**config.mk**
```make
export PLATFORM = sky130hd
export DESIGN_NAME = pc_memory_map_decode_core
export DESIGN_NICKNAME = d
export VERILOG_FILES = /design/src/rtl/pcmm_pkg.sv /design/src/rtl/pc_memory_map_decode_core.sv /design/src/rtl/pcmm_cfg.sv /design/src/rtl/pcmm_decode.sv
export SDC_FILE = /design/constraint.sdc
export NUM_CORES = 1
export LEC_CHECK = 0
export ABC_AREA = 1
export BUFFER_PORTS_ARGS = -buffer_cell sky130_fd_sc_hd__buf_4
export CORE_ASPECT_RATIO = 1.4
export CORE_UTILIZATION = 35
export DETAILED_ROUTE_END_ITERATION = 12
export SLEW_MARGIN = 5
export SYNTH_ARGS = -nofsm -noshare
export SYNTH_HDL_FRONTEND = slang
export SYNTH_SLANG_ARGS = --single-unit
```
**constraint.sdc**
```tcl
create_clock -name clk -period 3.15 [get_ports clk]
set_clock_uncertainty 0.05 [all_clocks]
set_input_delay 0.315 -clock clk [delete_from_list [all_inputs] [get_ports clk]]
set_output_delay 0.315 -clock clk [all_outputs]
set_load 0.02 [all_outputs]
```
**src/rtl/pcmm_pkg.sv**
```systemverilog
// Shared types, constants and codes for the PC memory map decoder.
`default_nettype none

package pcmm_pkg;

  localparam int unsigned ADDR_W = 32;
  localparam int unsigned CFG_IDX_W = 3;
  localparam int unsigned CFG_DATA_W = 32;

  localparam logic [ADDR_W-1:0] BIOS_ROM_BYTES = 32'd524288;
  localparam logic [ADDR_W-1:0] EXP_ROM_BYTES = 32'd131072;
  localparam logic [ADDR_W-1:0] BIOS_OFS_MASK = BIOS_ROM_BYTES - 32'd1;
  localparam logic [ADDR_W-1:0] EXP_MASK = EXP_ROM_BYTES - 32'd1;
  localparam logic [ADDR_W-1:0] BIOS_BASE = ~BIOS_OFS_MASK;

  localparam logic [ADDR_W-1:0] SEG128_MASK = 32'hfffe_0000;
  localparam logic [ADDR_W-1:0] SHADOW_MASK = 32'hfffc_0000;
  localparam logic [ADDR_W-1:0] VGA_BASE = 32'h000a_0000;
  localparam logic [ADDR_W-1:0] SHADOW_BASE = 32'h000c_0000;
  localparam logic [ADDR_W-1:0] BIOS_SEG_BASE = 32'h000e_0000;
  localparam logic [ADDR_W-1:0] PAGE_OFS_MASK = 32'h0000_0fff;
  localparam logic [ADDR_W-1:0] PAGE_MASK = ~PAGE_OFS_MASK;

  // Register indexes on the configuration port
  localparam logic [CFG_IDX_W-1:0] CFG_RAM_SIZE = 3'd0;
  localparam logic [CFG_IDX_W-1:0] CFG_PCI_ENABLE = 3'd1;
  localparam logic [CFG_IDX_W-1:0] CFG_SMRAM_AVAIL = 3'd2;
  localparam logic [CFG_IDX_W-1:0] CFG_SMRAM_OPEN = 3'd3;
  localparam logic [CFG_IDX_W-1:0] CFG_APIC_PAGE = 3'd4;

  localparam logic [ADDR_W-1:0] RAM_SIZE_RST = 32'h0200_0000;
  localparam logic [ADDR_W-1:0] APIC_PAGE_RST = 32'hfee0_0000;

  // PCI shadow memtypes
  localparam logic [1:0] MT_ROM = 2'd0;
  localparam logic [1:0] MT_RAM = 2'd1;

  typedef enum logic [1:0] {
    TGT_VETO  = 2'd0,
    TGT_RAM   = 2'd1,
    TGT_ROM   = 2'd2,
    TGT_DUMMY = 2'd3
  } pcmm_tgt_t;

  typedef struct packed {
    logic [ADDR_W-1:0] ram_size;
    logic              pci_enable;
    logic              smram_avail;
    logic              smram_open;
    logic [ADDR_W-1:0] apic_page;
  } pcmm_cfg_t;

  typedef struct packed {
    logic              func;
    logic [ADDR_W-1:0] phys_addr;
    logic              code_fetch;
    logic              in_smm;
    logic [1:0]        shadow_type;
    logic              handler_hit;
    logic              monitor_hit;
  } pcmm_req_t;

  typedef struct packed {
    pcmm_tgt_t         target;
    logic [ADDR_W-1:0] offset;
    logic              bad_type;
    logic              stamp_write;
  } pcmm_res_t;

endpackage

`default_nettype wire

```
**src/rtl/pc_memory_map_decode_core.sv**
```systemverilog
// Top level of the PC memory map decoder: input register, decode, result register.
//
//  channel | direction | handshake            | payload
//  in_     | input     | in_valid / in_stall   | func, phys_addr, code_fetch, in_smm,
//          |           |                       | shadow_type, handler_hit, monitor_hit
//  out_    | output    | out_valid / out_stall | target, offset, bad_type, stamp_write
//  cfg_    | input     | cfg_we                | cfg_index, cfg_data
//
// One item per cycle sustained while out_stall is low; an accepted item passes the input register
// and then the result register, which drives out_valid.
// The path between the input register and the result register holds the whole decode:
// one 32-bit compare against ram_size, the APIC page compare and one 32-bit add.
// rst_n (synchronous) empties both stages and loads the register reset values.
// in_stall rises only when both stages hold items and out_stall is high.
`default_nettype none

module pc_memory_map_decode_core (
  input  wire logic                             clk,
  input  wire logic                             rst_n,
  input  wire logic                             in_valid,
  output logic                                  in_stall,
  input  wire logic                             in_func,
  input  wire logic [31:0]                      in_phys_addr,
  input  wire logic                             in_code_fetch,
  input  wire logic                             in_in_smm,
  input  wire logic [1:0]                       in_shadow_type,
  input  wire logic                             in_handler_hit,
  input  wire logic                             in_monitor_hit,
  output logic                                  out_valid,
  input  wire logic                             out_stall,
  output logic [1:0]                            out_target,
  output logic [31:0]                           out_offset,
  output logic                                  out_bad_type,
  output logic                                  out_stamp_write,
  input  wire logic                             cfg_we,
  input  wire logic [pcmm_pkg::CFG_IDX_W-1:0]   cfg_index,
  input  wire logic [pcmm_pkg::CFG_DATA_W-1:0]  cfg_data
);
  import pcmm_pkg::*;

  pcmm_cfg_t cfg;
  pcmm_req_t req_r;
  pcmm_res_t res_r;
  pcmm_res_t dec_res;
  logic      req_vld_r;
  logic      res_vld_r;
  logic      res_take;
  logic      req_take;

  pcmm_cfg u_cfg (
    .clk       (clk),
    .rst_n     (rst_n),
    .cfg_we    (cfg_we),
    .cfg_index (cfg_index),
    .cfg_data  (cfg_data),
    .cfg_o     (cfg)
  );

  pcmm_decode u_decode (
    .cfg_i (cfg),
    .req_i (req_r),
    .res_o (dec_res)
  );

  // result stage can load when empty or its item leaves this cycle
  assign res_take = !res_vld_r || !out_stall;
  assign req_take = !req_vld_r || res_take;
  assign in_stall = !req_take;

  always_ff @(posedge clk) begin
    if (!rst_n) begin
      req_vld_r <= 1'b0;
      res_vld_r <= 1'b0;
    end else begin
      if (req_take) begin
        req_vld_r <= in_valid;
      end
      if (res_take) begin
        res_vld_r <= req_vld_r;
      end
    end
  end

  always_ff @(posedge clk) begin
    if (req_take && in_valid) begin
      req_r.func        <= in_func;
      req_r.phys_addr   <= in_phys_addr;
      req_r.code_fetch  <= in_code_fetch;
      req_r.in_smm      <= in_in_smm;
      req_r.shadow_type <= in_shadow_type;
      req_r.handler_hit <= in_handler_hit;
      req_r.monitor_hit <= in_monitor_hit;
    end
    if (res_take && req_vld_r) begin
      res_r <= dec_res;
    end
  end

  assign out_valid       = res_vld_r;
  assign out_target      = res_r.target;
  assign out_offset      = res_r.offset;
  assign out_bad_type    = res_r.bad_type;
  assign out_stamp_write = res_r.stamp_write;

  a_veto_clean: assert property (@(posedge clk) disable iff (!rst_n)
    (res_vld_r && res_r.target == TGT_VETO) |-> (res_r.offset == '0 && !res_r.stamp_write))
    else $error("vetoed item carries offset or stamp");

  a_stamp_ram: assert property (@(posedge clk) disable iff (!rst_n)
    (res_vld_r && res_r.stamp_write) |-> (res_r.target == TGT_RAM))
    else $error("write stamp on a non-RAM item");

  a_bad_veto: assert property (@(posedge clk) disable iff (!rst_n)
    (res_vld_r && res_r.bad_type) |-> (res_r.target == TGT_VETO))
    else $error("bad memtype item not vetoed");

  a_stall_only_full: assert property (@(posedge clk) disable iff (!rst_n)
    in_stall |-> (req_vld_r && res_vld_r && out_stall))
    else $error("input stalled with room in the pipe");

  a_hold_on_stall: assert property (@(posedge clk) disable iff (!rst_n)
    (res_vld_r && out_stall) |=> (res_vld_r && $stable(res_r)))
    else $error("stalled result lost or changed");

endmodule

`default_nettype wire

```
**src/rtl/pcmm_cfg.sv**
```systemverilog
// Configuration register file of the memory map decoder.
`default_nettype none

module pcmm_cfg (
  input  wire logic                             clk,
  input  wire logic                             rst_n,
  input  wire logic                             cfg_we,
  input  wire logic [pcmm_pkg::CFG_IDX_W-1:0]   cfg_index,
  input  wire logic [pcmm_pkg::CFG_DATA_W-1:0]  cfg_data,
  output pcmm_pkg::pcmm_cfg_t                   cfg_o
);
  import pcmm_pkg::*;

  pcmm_cfg_t cfg_r;
  pcmm_cfg_t cfg_nxt;

  always_comb begin
    cfg_nxt = cfg_r;
    if (cfg_we) begin
      unique case (cfg_index)
        CFG_RAM_SIZE:    cfg_nxt.ram_size = cfg_data[ADDR_W-1:0];
        CFG_PCI_ENABLE:  cfg_nxt.pci_enable = cfg_data[0];
        CFG_SMRAM_AVAIL: cfg_nxt.smram_avail = cfg_data[0];
        CFG_SMRAM_OPEN:  cfg_nxt.smram_open = cfg_data[0];
        CFG_APIC_PAGE:   cfg_nxt.apic_page = cfg_data[ADDR_W-1:0];
        default:         cfg_nxt = cfg_r; // unknown index: drop the write
      endcase
    end
  end

  always_ff @(posedge clk) begin
    if (!rst_n) begin
      cfg_r.ram_size    <= RAM_SIZE_RST;
      cfg_r.pci_enable  <= 1'b0;
      cfg_r.smram_avail <= 1'b0;
      cfg_r.smram_open  <= 1'b0;
      cfg_r.apic_page   <= APIC_PAGE_RST;
    end else begin
      cfg_r <= cfg_nxt;
    end
  end

  assign cfg_o = cfg_r;

endmodule

`default_nettype wire

```
**src/rtl/pcmm_decode.sv**
```systemverilog
// Combinational decode of one access into target store and offset.
`default_nettype none

module pcmm_decode (
  input  pcmm_pkg::pcmm_cfg_t cfg_i,
  input  pcmm_pkg::pcmm_req_t req_i,
  output pcmm_pkg::pcmm_res_t res_o
);
  import pcmm_pkg::*;

  logic [ADDR_W-1:0] a;
  logic              vga;
  logic              shadow;
  logic              below_ram;
  logic              in_bios;
  logic              apic_hit;
  logic              smram_fetch;
  logic [ADDR_W-1:0] rom_ofs;
  pcmm_res_t         veto;

  assign a           = req_i.phys_addr;
  assign vga         = (a & SEG128_MASK) == VGA_BASE;
  assign shadow      = (a & SHADOW_MASK) == SHADOW_BASE;
  assign below_ram   = a < cfg_i.ram_size;
  assign in_bios     = a >= BIOS_BASE;
  assign apic_hit    = (a & PAGE_MASK) == cfg_i.apic_page;
  assign smram_fetch = req_i.code_fetch && vga && cfg_i.smram_avail &&
                       (cfg_i.smram_open || req_i.in_smm);
  // BIOS segment maps to the low ROM part, the rest to the expansion part
  assign rom_ofs     = ((a & SEG128_MASK) == BIOS_SEG_BASE) ? (a & BIOS_OFS_MASK)
                                                            : ((a & EXP_MASK) + BIOS_ROM_BYTES);

  assign veto = '{target: TGT_VETO, offset: '0, bad_type: 1'b0, stamp_write: 1'b0};

  always_comb begin
    res_o = veto;
    priority if (apic_hit) begin
      res_o = veto;
    end else if (smram_fetch) begin
      res_o.target = TGT_RAM;
      res_o.offset = a;
    end else if ((req_i.monitor_hit && req_i.func) || req_i.handler_hit) begin
      res_o = veto;
    end else if (!req_i.func) begin
      priority if (vga) begin
        res_o = veto;
      end else if (cfg_i.pci_enable && shadow) begin
        unique case (req_i.shadow_type)
          MT_ROM: begin
            res_o.target = TGT_ROM;
            res_o.offset = rom_ofs;
          end
          MT_RAM: begin
            res_o.target = TGT_RAM;
            res_o.offset = a;
          end
          default: res_o.bad_type = 1'b1;
        endcase
      end else if (below_ram) begin
        res_o.target = shadow ? TGT_ROM : TGT_RAM;
        res_o.offset = shadow ? rom_ofs : a;
      end else if (in_bios) begin
        res_o.target = TGT_ROM;
        res_o.offset = a & BIOS_OFS_MASK;
      end else begin
        res_o.target = TGT_DUMMY;
        res_o.offset = a & PAGE_OFS_MASK;
      end
    end else if (below_ram && !vga && !in_bios && !shadow) begin
      res_o.target      = TGT_RAM;
      res_o.offset      = a;
      res_o.stamp_write = 1'b1;
    end else begin
      res_o = veto;
    end
  end

endmodule

`default_nettype wire

```
==> flow_metrics.tcl, run 1 <==
set metrics [dict create \
    numCtsBuffers 17 \
    drive_gt1_frac 0.209 \
    critPathTopFamily "simple AND/OR/NAND/NOR gates" \
    final_core_util 0.455 \
    tns_ps 0 \
    ys_warn_count 0 \
    die_w_um 120 \
    max-vdd-ir-drop_v 0.000377 \
    rows 60 \
    clkTransAtPathRegs_ps 60 \
    crit_buf_inv 2 \
    drt_iter0_markers 337 \
    muxShareOfSynthArea 0 \
    insertion_delay_ps 430 \
    worst_r2r_startpoint "req_r[37]" \
    p_per_area_nw_per_um2 510 \
    drc 3 \
    rr_worst_depth 12 \
    maxSlewViolCount 0 \
    post_drt_via_cell_ratio 4.58 \
    clockBufferDepth 2 \
    worst_setup_path_start_kind "flip-flop" \
    syn-num-nets 880 \
    fp.dieH_um 167 \
    multi_input_area_um2 2560 \
    ctsResizeCount 0 \
    min_path_type "in -> reg" \
    pre_cts_slack_ps 422 \
    synthXorXnorAreaFrac 0.0232 \
    cts_tree "built" \
    netlist_instances 770 \
    root_buffer "clkbuf_16" \
    hold_viol 0 \
    dieArea_um2 20000 \
    hold_depth 1 \
    max_stage_delay_ps 490 \
    end_kind "flip-flop" \
    min_delay_worst_endpoint "req_r[36]" \
    grt_max_degree 67 \
    r2r-end "out_offset[0]" \
    cp.arrival_ps 2860 \
    relSlewSlack 0.249 \
    grt.overflow.total 0 \
    min_from "in_phys_addr[30]" \
    cap_violations 0 \
    fillCellCount 1910 \
    initial_utilization 0.355 \
    wl_per_cell_um 14.0 \
    tightest_slew_ps 1130 \
    area_growth_pct 28.0 \
    dp.final_hpwl_mm 11.9 \
    drtPass1Iterations 10 \
    postRouteAntennaNets 0 \
    outcome "finished with violations" \
    ys_ff_latch 144 \
    min_period_ps 2720 \
    seq_area_um2 3630 \
    crit_fanout 12 \
    whs_ps 14.4 \
    violations "design-rule violations" \
    setup-violations-final 0 \
    ys_types 37 \
    fin_ws_ps 426 \
    fmax_mhz 367 \
    synth-simple-area-share 0.200 \
    required_ps 3280 \
    synth_compound_area_frac 0.0929 \
    rsz0062_at_grt "no" \
    critical_path_class "reg -> reg" \
    htreeDepth 4 \
    avgSynthCellArea_um2 8.84 \
    core_area_um2 19100 \
    cpMostUsedCell "nand2_1" \
    cts_sinks 144 \
    cp_cell_sequence "ha_1, nand2_1, nor2_1, nor3b_2, and3_1, nand2_1, nand3_2, inv_2, nand3_4, nand3_4, nand2_1, inv_1" \
    yosysSeqAreaShare 0.534 \
    synthAdderAreaFrac 0.0570 \
    fin_nets 1017 \
    grt_first_pass_wirelength_mm 26.3 \
    post-route-period-util 0.865 \
    vias 5350 \
    cp_slowest_cell "edfxtp_1" \
    r2r_slack_ps 430 \
    diodes 0 \
    ios 117 \
    numPortBuffers 116 \
    power_leakage_nw 4.01 \
    grt_usage 0.173 \
    gp_congestion 0.853 \
    grt_antenna_before_repair 0 \
    finalWirelength_mm 16.4 \
    syn_area_um2 6800 \
    grt_pass1_vias 5195 \
    synth_top_family_by_area "simple AND/OR/NAND/NOR gates" \
]
-- routing by layer --
metal	vias up	GRT usage	part of all wire
met4	0	0.0728	0.025
met3	31	0.0466	0.041
met2	128	0.297	0.50
met5	-	0	0
li1	2769	-	-
met1	2422	0.200	0.43
-- worst register-to-register path, cell delays in order, from the launching register on --
cell and delay, ps:
edfxtp_1 490, ha_1 350, nand2_1 70, nor2_1 150, nor3b_2 300, and3_1 200
nand2_1 150, nand3_2 140, inv_2 60, nand3_4 110, nand3_4 230, nand2_1 150
inv_1 40
-- layout make-up --
type / instances / share of cell area
flip-flops and latches: 144 / 0.417
multi-input cells: 462 / 0.294
repair buffers: 143 / 0.132
inverters: 139 / 0.0599
clock buffers: 19 / 0.0509
well taps: 248 / 0.0356
clock inverters: 13 / 0.0106
-- layout by cell type, fill, tap and decap left out, types with 2 or more instances in the layout --
cell type / Yosys / final
buf_12: 0 / 2
nand3_1: 25 / 25
or2_2: 2 / 2
dlygate4sd3_1: 0 / 21
nand2_1: 129 / 129
dfxtp_1: 69 / 69
a21oi_1: 57 / 56
a31oi_1: 2 / 2
xnor2_1: 12 / 12
nor3b_2: 2 / 2
buf_4: 0 / 120
nor4_4: 2 / 2
clkinv_1: 1 / 2
nand3_4: 3 / 3
nor4_1: 12 / 12
inv_1: 128 / 128
inv_2: 10 / 10
nand2_2: 12 / 12
edfxtp_1: 75 / 75
nor2_1: 73 / 73
clkinv_2: 0 / 3
nand4_1: 9 / 9
xor2_1: 6 / 6
nor3_1: 11 / 10
o211ai_1: 2 / 2
o21ai_0: 58 / 58
clkbuf_16: 0 / 17
nand3_2: 3 / 3
clkinv_4: 0 / 4
clkinvlp_4: 0 / 4
ha_1: 31 / 31
and3_1: 2 / 2
-- power breakdown --
part / internal, mW / switching (mW) / leakage (nW)
sequential: 2.07 / 0.0603 / 1.29
combinational: 0.219 / 0.274 / 2.47
clock: 1.02 / 0.797 / 0.253
total: 3.31 / 1.13 / 4.01
-- cells in the mapped netlist --
master    count  area share
inv_1       128       0.071
a31oi_1       2      0.0018
nor3b_2       2      0.0037
xnor2_1      12       0.015
clkinv_1      1     0.00055
buf_6         1      0.0017
edfxtp_1     75        0.33
nand4_2       1      0.0018
nand2_1     129       0.071
nand4_1       9      0.0083
nor2_2        1     0.00092
ha_1         31       0.057
xor2_1        6      0.0077
nor4_1       12       0.011
nor4_4        2      0.0063
inv_2        10      0.0055
nand2_2      12       0.011
a21oi_1      57       0.042
nor2_4        1      0.0017
a21o_1        1      0.0011
o211ai_1      2      0.0022
clkbuf_1     19       0.010
nand3_1      25       0.018
or2_0         1     0.00092
nand3_4       3      0.0077
dfxtp_1      69        0.20
o21ai_1       1     0.00073
o21ai_0      58       0.043
nor2_1       73       0.040
or2_2         2      0.0018
buf_2         5      0.0037
o21a_1        1      0.0011
nor3_1       11      0.0081
and3_1        2      0.0018
nand3_2       3      0.0044
a21oi_2       1      0.0013
nand3b_1      1      0.0011
-- cell families after synthesis --
| group | Yosys count |
|---|---|
| compound gates | 123 |
| xor+xnor | 18 |
| flops | 144 |
| buf+inv | 164 |
| simple gates | 290 |
| fa+ha+maj | 31 |
-- stage by stage --
stage	instance area [um2]	power, mW	cells
2_1_floorplan	6800	2.44	770
3_3_place_gp	7960	2.64	1115
3_5_place_dp	7960	2.65	1115
4_1_cts	8630	4.48	1160
5_1_grt	8710	4.65	1168
6_report	8710	4.44	1168
-- worst max-delay path by stage --
stage / start / cells after the start / to / slack [ps]
after global routing: req_r[37] / 12 / out_offset[14] / 250
after detailed placement: req_r[37] / 12 / out_offset[14] / 420
after global placement: req_r[37] / 12 / out_offset[1] / 440
final: req_r[37] / 12 / out_offset[0] / 430
after CTS: req_r[37] / 12 / out_offset[0] / 390
after floorplan: out_valid / 1 / out_bad_type / 500
-- state kept, by name, indices dropped and copies added, names as in the netlist --
signal and flops:
req_r 39, out_stamp_write 1, out_bad_type 1, u_cfg.cfg_o 67
req_vld_r 1, out_target 2, out_valid 1, out_offset 32
-- timing repair --
item                      4_1_cts  5_1_grt
hold endpoints to repair       13        8
buffers inserted                0        0
hold buffers                   13        8
Note: power is estimated with default switching activity, not from simulation.
==> inputs of run 2 (changes only) <==
REMOVE_ABC_BUFFERS = 1   (was default)
==> run 2 against run 1 <==
The flow now finishes without violations. Via count is 2.4% lower. Flip-flop and latch count unchanged. Count of clock-buffer cells in the layout fell by 1. Cell count fell by 0.51%. Total power grew 5.6%. Critical path depth unchanged. Sequential power barely moved. Hold slack gained 0.52 ps. Critical path type unchanged. Largest cell class unchanged.
==> flow_metrics.tcl, run 2 (same netlist as run 1, synthesis figures left out) <==
set metrics [dict create \
    clockBufferDepth 2 \
    drc 0 \
    hold_viol 0 \
    min_path_type "in -> reg" \
    worst_setup_path_start_kind "flip-flop" \
    grt.overflow.total 0 \
    critical_path_class "reg -> reg" \
    gp_congestion 0.869 \
    setup-violations-final 0 \
    post-route-period-util 0.787 \
    end_kind "flip-flop" \
    htreeDepth 4 \
    max-vdd-ir-drop_v 0.000305 \
    p_per_area_nw_per_um2 538 \
    maxSlewViolCount 0 \
    cpMostUsedCell "nand2_1" \
    area_growth_pct 28.1 \
    rows 60 \
    cp.arrival_ps 2610 \
    ctsResizeCount 0 \
    die_w_um 120 \
    relSlewSlack 0.284 \
    root_buffer "clkbuf_16" \
    stdcell_count 1162 \
    rr_worst_depth 12 \
    cp_slowest_cell "edfxtp_1" \
    drive_gt1_frac 0.210 \
    cts_sinks 144 \
    largest_reg_flops 67 \
    rsz0062_at_grt "no" \
    tns_ps 0 \
    cap_violations 0 \
    path_depth 12 \
    wl_per_cell_um 14.0 \
    drtPass1Iterations 4 \
    crit_start "req_r[37]" \
    finalWirelength_mm 16.2 \
    numPortBuffers 116 \
    total_power_mw 4.69 \
    critPathTopFamily "simple AND/OR/NAND/NOR gates" \
    postRouteAntennaNets 0 \
    final_common_cell "nand2_1" \
    r2r-end "out_offset[0]" \
    power_leakage_nw 4.01 \
    crit_fanout 12 \
    grt_antenna_before_repair 0 \
    final_core_util 0.455 \
    dp.final_hpwl_mm 12.0 \
    cts_tree "built" \
    placed_cells 1114 \
    insertion_delay_ps 420 \
    r2r_slack_ps 670 \
    endpoint "out_offset[0]" \
    clkTransAtPathRegs_ps 60 \
    initial_utilization 0.355 \
    grt_usage 0.171 \
    tightest_slew_ps 1070 \
    required_ps 3280 \
    cp_cell_sequence "ha_1, nand2_1, nor2_1, nor3b_2, and3_1, nand2_1, nand3_2, inv_2, nand3_4, nand3_4, nand2_1, inv_1" \
    mostFrequentLayoutCells "nand2_1 (129), inv_1 (128), buf_4 (120), edfxtp_1 (75), nor2_1 (73)" \
    grt_max_degree 67 \
    max_stage_delay_ps 470 \
    dieArea_um2 20000 \
    worst_r2r_startpoint "req_r[37]" \
    core_area_um2 19100 \
    numCtsBuffers 17 \
    crit_buf_inv 2 \
    outcome "finished clean" \
    vias 5223 \
    grt_pass1_vias 5132 \
    min_period_ps 2480 \
    fp.dieH_um 167 \
    ios 117 \
    drt_iter0_markers 259 \
    post_drt_via_cell_ratio 4.49 \
    fmax_mhz 403 \
    grt_first_pass_wirelength_mm 26.2 \
    diodes 0 \
    fin_nets 1011 \
]
-- run 2: worst min path at each step --
stage / start / endpoint / slack (ps) / cells after the start
floorplan: rst_n / u_cfg.cfg_o[25] / 350 / 1
global placement: u_cfg.cfg_o[32] / u_cfg.cfg_o[32] / 390 / 2
detailed placement: u_cfg.cfg_o[32] / u_cfg.cfg_o[32] / 400 / 2
CTS: in_phys_addr[16] / req_r[22] / 0.8 / 1
global route: in_phys_addr[14] / req_r[20] / 0.4 / 1
finish: in_phys_addr[20] / req_r[26] / 10 / 1
-- run 2: area by class of cell --
| class | count | area [um2] |
|---|---|---|
| Multi-Input combinational cell | 462 | 2560 |
| Sequential cell | 144 | 3630 |
| Timing Repair Buffer | 137 | 1080 |
| Inverter | 139 | 522 |
| Tap cell | 248 | 310 |
| Clock buffer | 18 | 429 |
| Fill cell | 1846 | 10400 |
| Clock inverter | 14 | 181 |
-- run 2: timing repair --
action                                  CTS  global route
endpoints found under the hold margin     1            15
buffers inserted                          0             0
endpoints found under the setup margin    0             0
hold buffers                              1            15
-- run 2: where the power goes --
| part | switching (mW) | total, mW | internal, mW |
|---|---|---|---|
| registers | 0.0596 | 2.13 | 2.07 |
| clock network | 0.814 | 2.07 | 1.26 |
| logic | 0.275 | 0.491 | 0.215 |
-- run 2: routing by layer --
metal | GRT usage | routed length [um]
met4 | 0.0766 | 450
met1 | 0.209 | 7170
met5 | 0 | 0
met3 | 0.0363 | 593
met2 | 0.289 | 8040
-- run 2: worst register-to-register path, cell delays in order (launching register included) --
cell and delay (ps):
edfxtp_1 470, ha_1 330, nand2_1 70, nor2_1 140
nor3b_2 220, and3_1 210, nand2_1 120, nand3_2 110
inv_2 60, nand3_4 100, nand3_4 200, nand2_1 130
inv_1 40
-- run 2: through the flow --
stage          hold slack [ps]  setup slack (ps)  instance area (um2)
2_1_floorplan              349              56.5                 6700
3_3_place_gp               389               742                 7940
3_5_place_dp               398               653                 7940
4_1_cts                  0.761               665                 8560
5_1_grt                  0.442               410                 8710
6_report                  14.9               670                 8710
==> inputs of run 3 (changes only) <==
clock period = 2.3 ns   (was 3.15 ns; I/O delays follow)
==> run 3 against run 2 <==
The flow now finishes with violations (negative setup slack). Combinational power is 74% higher. Setup slack worse by 740 ps. Hold slack better by 10 ps. Cell area increased by 11%. Die area stayed put. Critical path type unchanged.
==> flow_metrics.tcl, run 3 (same netlist as run 1, synthesis figures left out) <==
set metrics [dict create \
    diodes 0 \
    wl_per_cell_um 13.8 \
    dp.final_hpwl_mm 12.1 \
    seq_area_um2 3630 \
    grt.overflow.total 0 \
    min_path_type "in -> reg" \
    drt_iter0_markers 202 \
    grt_max_degree 67 \
    numPortBuffers 116 \
    clockBufferDepth 2 \
    cpMostUsedCell "nand3_4" \
    htreeDepth 4 \
    vias 5672 \
    drc 0 \
    p_per_area_nw_per_um2 664 \
    grt_usage 0.177 \
    cts_sinks 144 \
    drive_gt1_frac 0.272 \
    ios 117 \
    max_stage_delay_ps 460 \
    setup-violations-final 26 \
    placed_cells 1137 \
    power_leakage_nw 4.47 \
    maxSlewViolCount 0 \
    drtPass1Iterations 4 \
    insertion_delay_ps 420 \
    finalWirelength_mm 17.2 \
    cp.arrival_ps 2510 \
    critical_path_class "reg -> reg" \
    fillCellCount 1842 \
    multi_input_area_um2 2810 \
    relSlewSlack 0.230 \
    grt_antenna_before_repair 0 \
    post_drt_via_cell_ratio 4.55 \
    numCtsBuffers 17 \
    max-vdd-ir-drop_v 0.000466 \
    clkTransAtPathRegs_ps 70 \
    grt_pass1_vias 5558 \
    crit_fanout 7 \
    die_w_um 120 \
    outcome "finished with violations" \
    initial_utilization 0.355 \
    final_common_cell "buf_4" \
    fmax_mhz 422 \
    worst_setup_path_start_kind "flip-flop" \
    fin_nets 1095 \
    grt_first_pass_wirelength_mm 27.4 \
    gp_congestion 0.859 \
    pre_cts_slack_ps -131 \
    dieArea_um2 20000 \
    cts_tree "built" \
    violations "negative setup slack" \
    rows 60 \
    fp.dieH_um 167 \
    mostFrequentLayoutCells "buf_4 (151), inv_1 (120), nand2_1 (115), edfxtp_1 (75)" \
    postRouteAntennaNets 0 \
    cap_violations 0 \
    area_growth_pct 42.3 \
    final_core_util 0.506 \
    cp_slowest_cell "edfxtp_1" \
    min_period_ps 2370 \
    required_ps 2440 \
    end_kind "flip-flop" \
    root_buffer "clkbuf_16" \
    largest_reg_flops 67 \
    hold_viol 0 \
    post-route-period-util 1.03 \
    tightest_slew_ps 1150 \
    rsz0062_at_grt "yes" \
    stdcell_count 1246 \
    cp_cell_sequence "ha_4, nand2_4, nor2_4, nor3b_4, and3_4, nand2_4, nand3_4, inv_4, nand3_4, nand3_4, nand2_2, inv_1" \
    fin_ws_ps -68.7 \
    core_area_um2 19100 \
]
## run 3: timing repair
action / 4_1_cts / 5_1_grt
pin swaps: 4 / 21
endpoints found under the setup margin: 31 / 34
hold buffers: 64 / 0
resized for setup: 11 / 47
endpoints found under the hold margin: 64 / 0
buffers inserted: 4 / 7
cloned: 1 / 1
## run 3: stage by stage
step	hold WS (ps)	TNS [ps]	power [mW]	cell area [um2]
after floorplan	264	-34980	3.32	6700
after global placement	359	-1520	3.65	8130
after detailed placement	359	-2320	3.66	8130
after CTS	0.809	0	6.44	9440
after global routing	16.2	-4260	6.70	9680
final	25.2	-945	6.43	9680
## run 3: metal layers
| metal | part of all wire | track usage | vias up |
|---|---|---|---|
| met5 | 0 | 0 | - |
| met4 | 0.018 | 0.0696 | 0 |
| met3 | 0.038 | 0.0346 | 17 |
| met2 | 0.51 | 0.310 | 130 |
| met1 | 0.43 | 0.211 | 2591 |
| li1 | - | - | 2934 |
## run 3: cell type report
class | count | area share
clock buffers | 17 | 0.0439
clock inverters | 15 | 0.0152
inverters | 139 | 0.0541
multi-input cells | 464 | 0.290
flip-flops and latches | 144 | 0.375
well taps | 248 | 0.0320
repair buffers | 219 | 0.190
## run 3: critical path: cells and delay by family (launching register included)
| family | cells | cell delay, ps |
|---|---|---|
| AND/OR/NAND/NOR | 9 | 1220 |
| buffers and inverters | 2 | 80 |
| flip-flops | 1 | 460 |
| adder cells (fa/ha/maj) | 1 | 320 |
## run 3: power breakdown
part           leakage [nW]  switching (mW)  internal [mW]
clock network         0.279            1.16           1.52
registers              1.29          0.0646           2.83
logic                  2.90           0.449          0.407
total                  4.47            1.67           4.76
## run 3: worst paths after layout
path	slack, ps	cells after the start	start	end
worst max-delay path	-70	12	req_r[35]	out_offset[8]
worst max register to register	-70	12	req_r[35]	out_offset[8]
worst min-delay path	30	3	cfg_data[20]	u_cfg.cfg_o[20]
worst min register to register	410	2	u_cfg.cfg_o[32]	u_cfg.cfg_o[32]
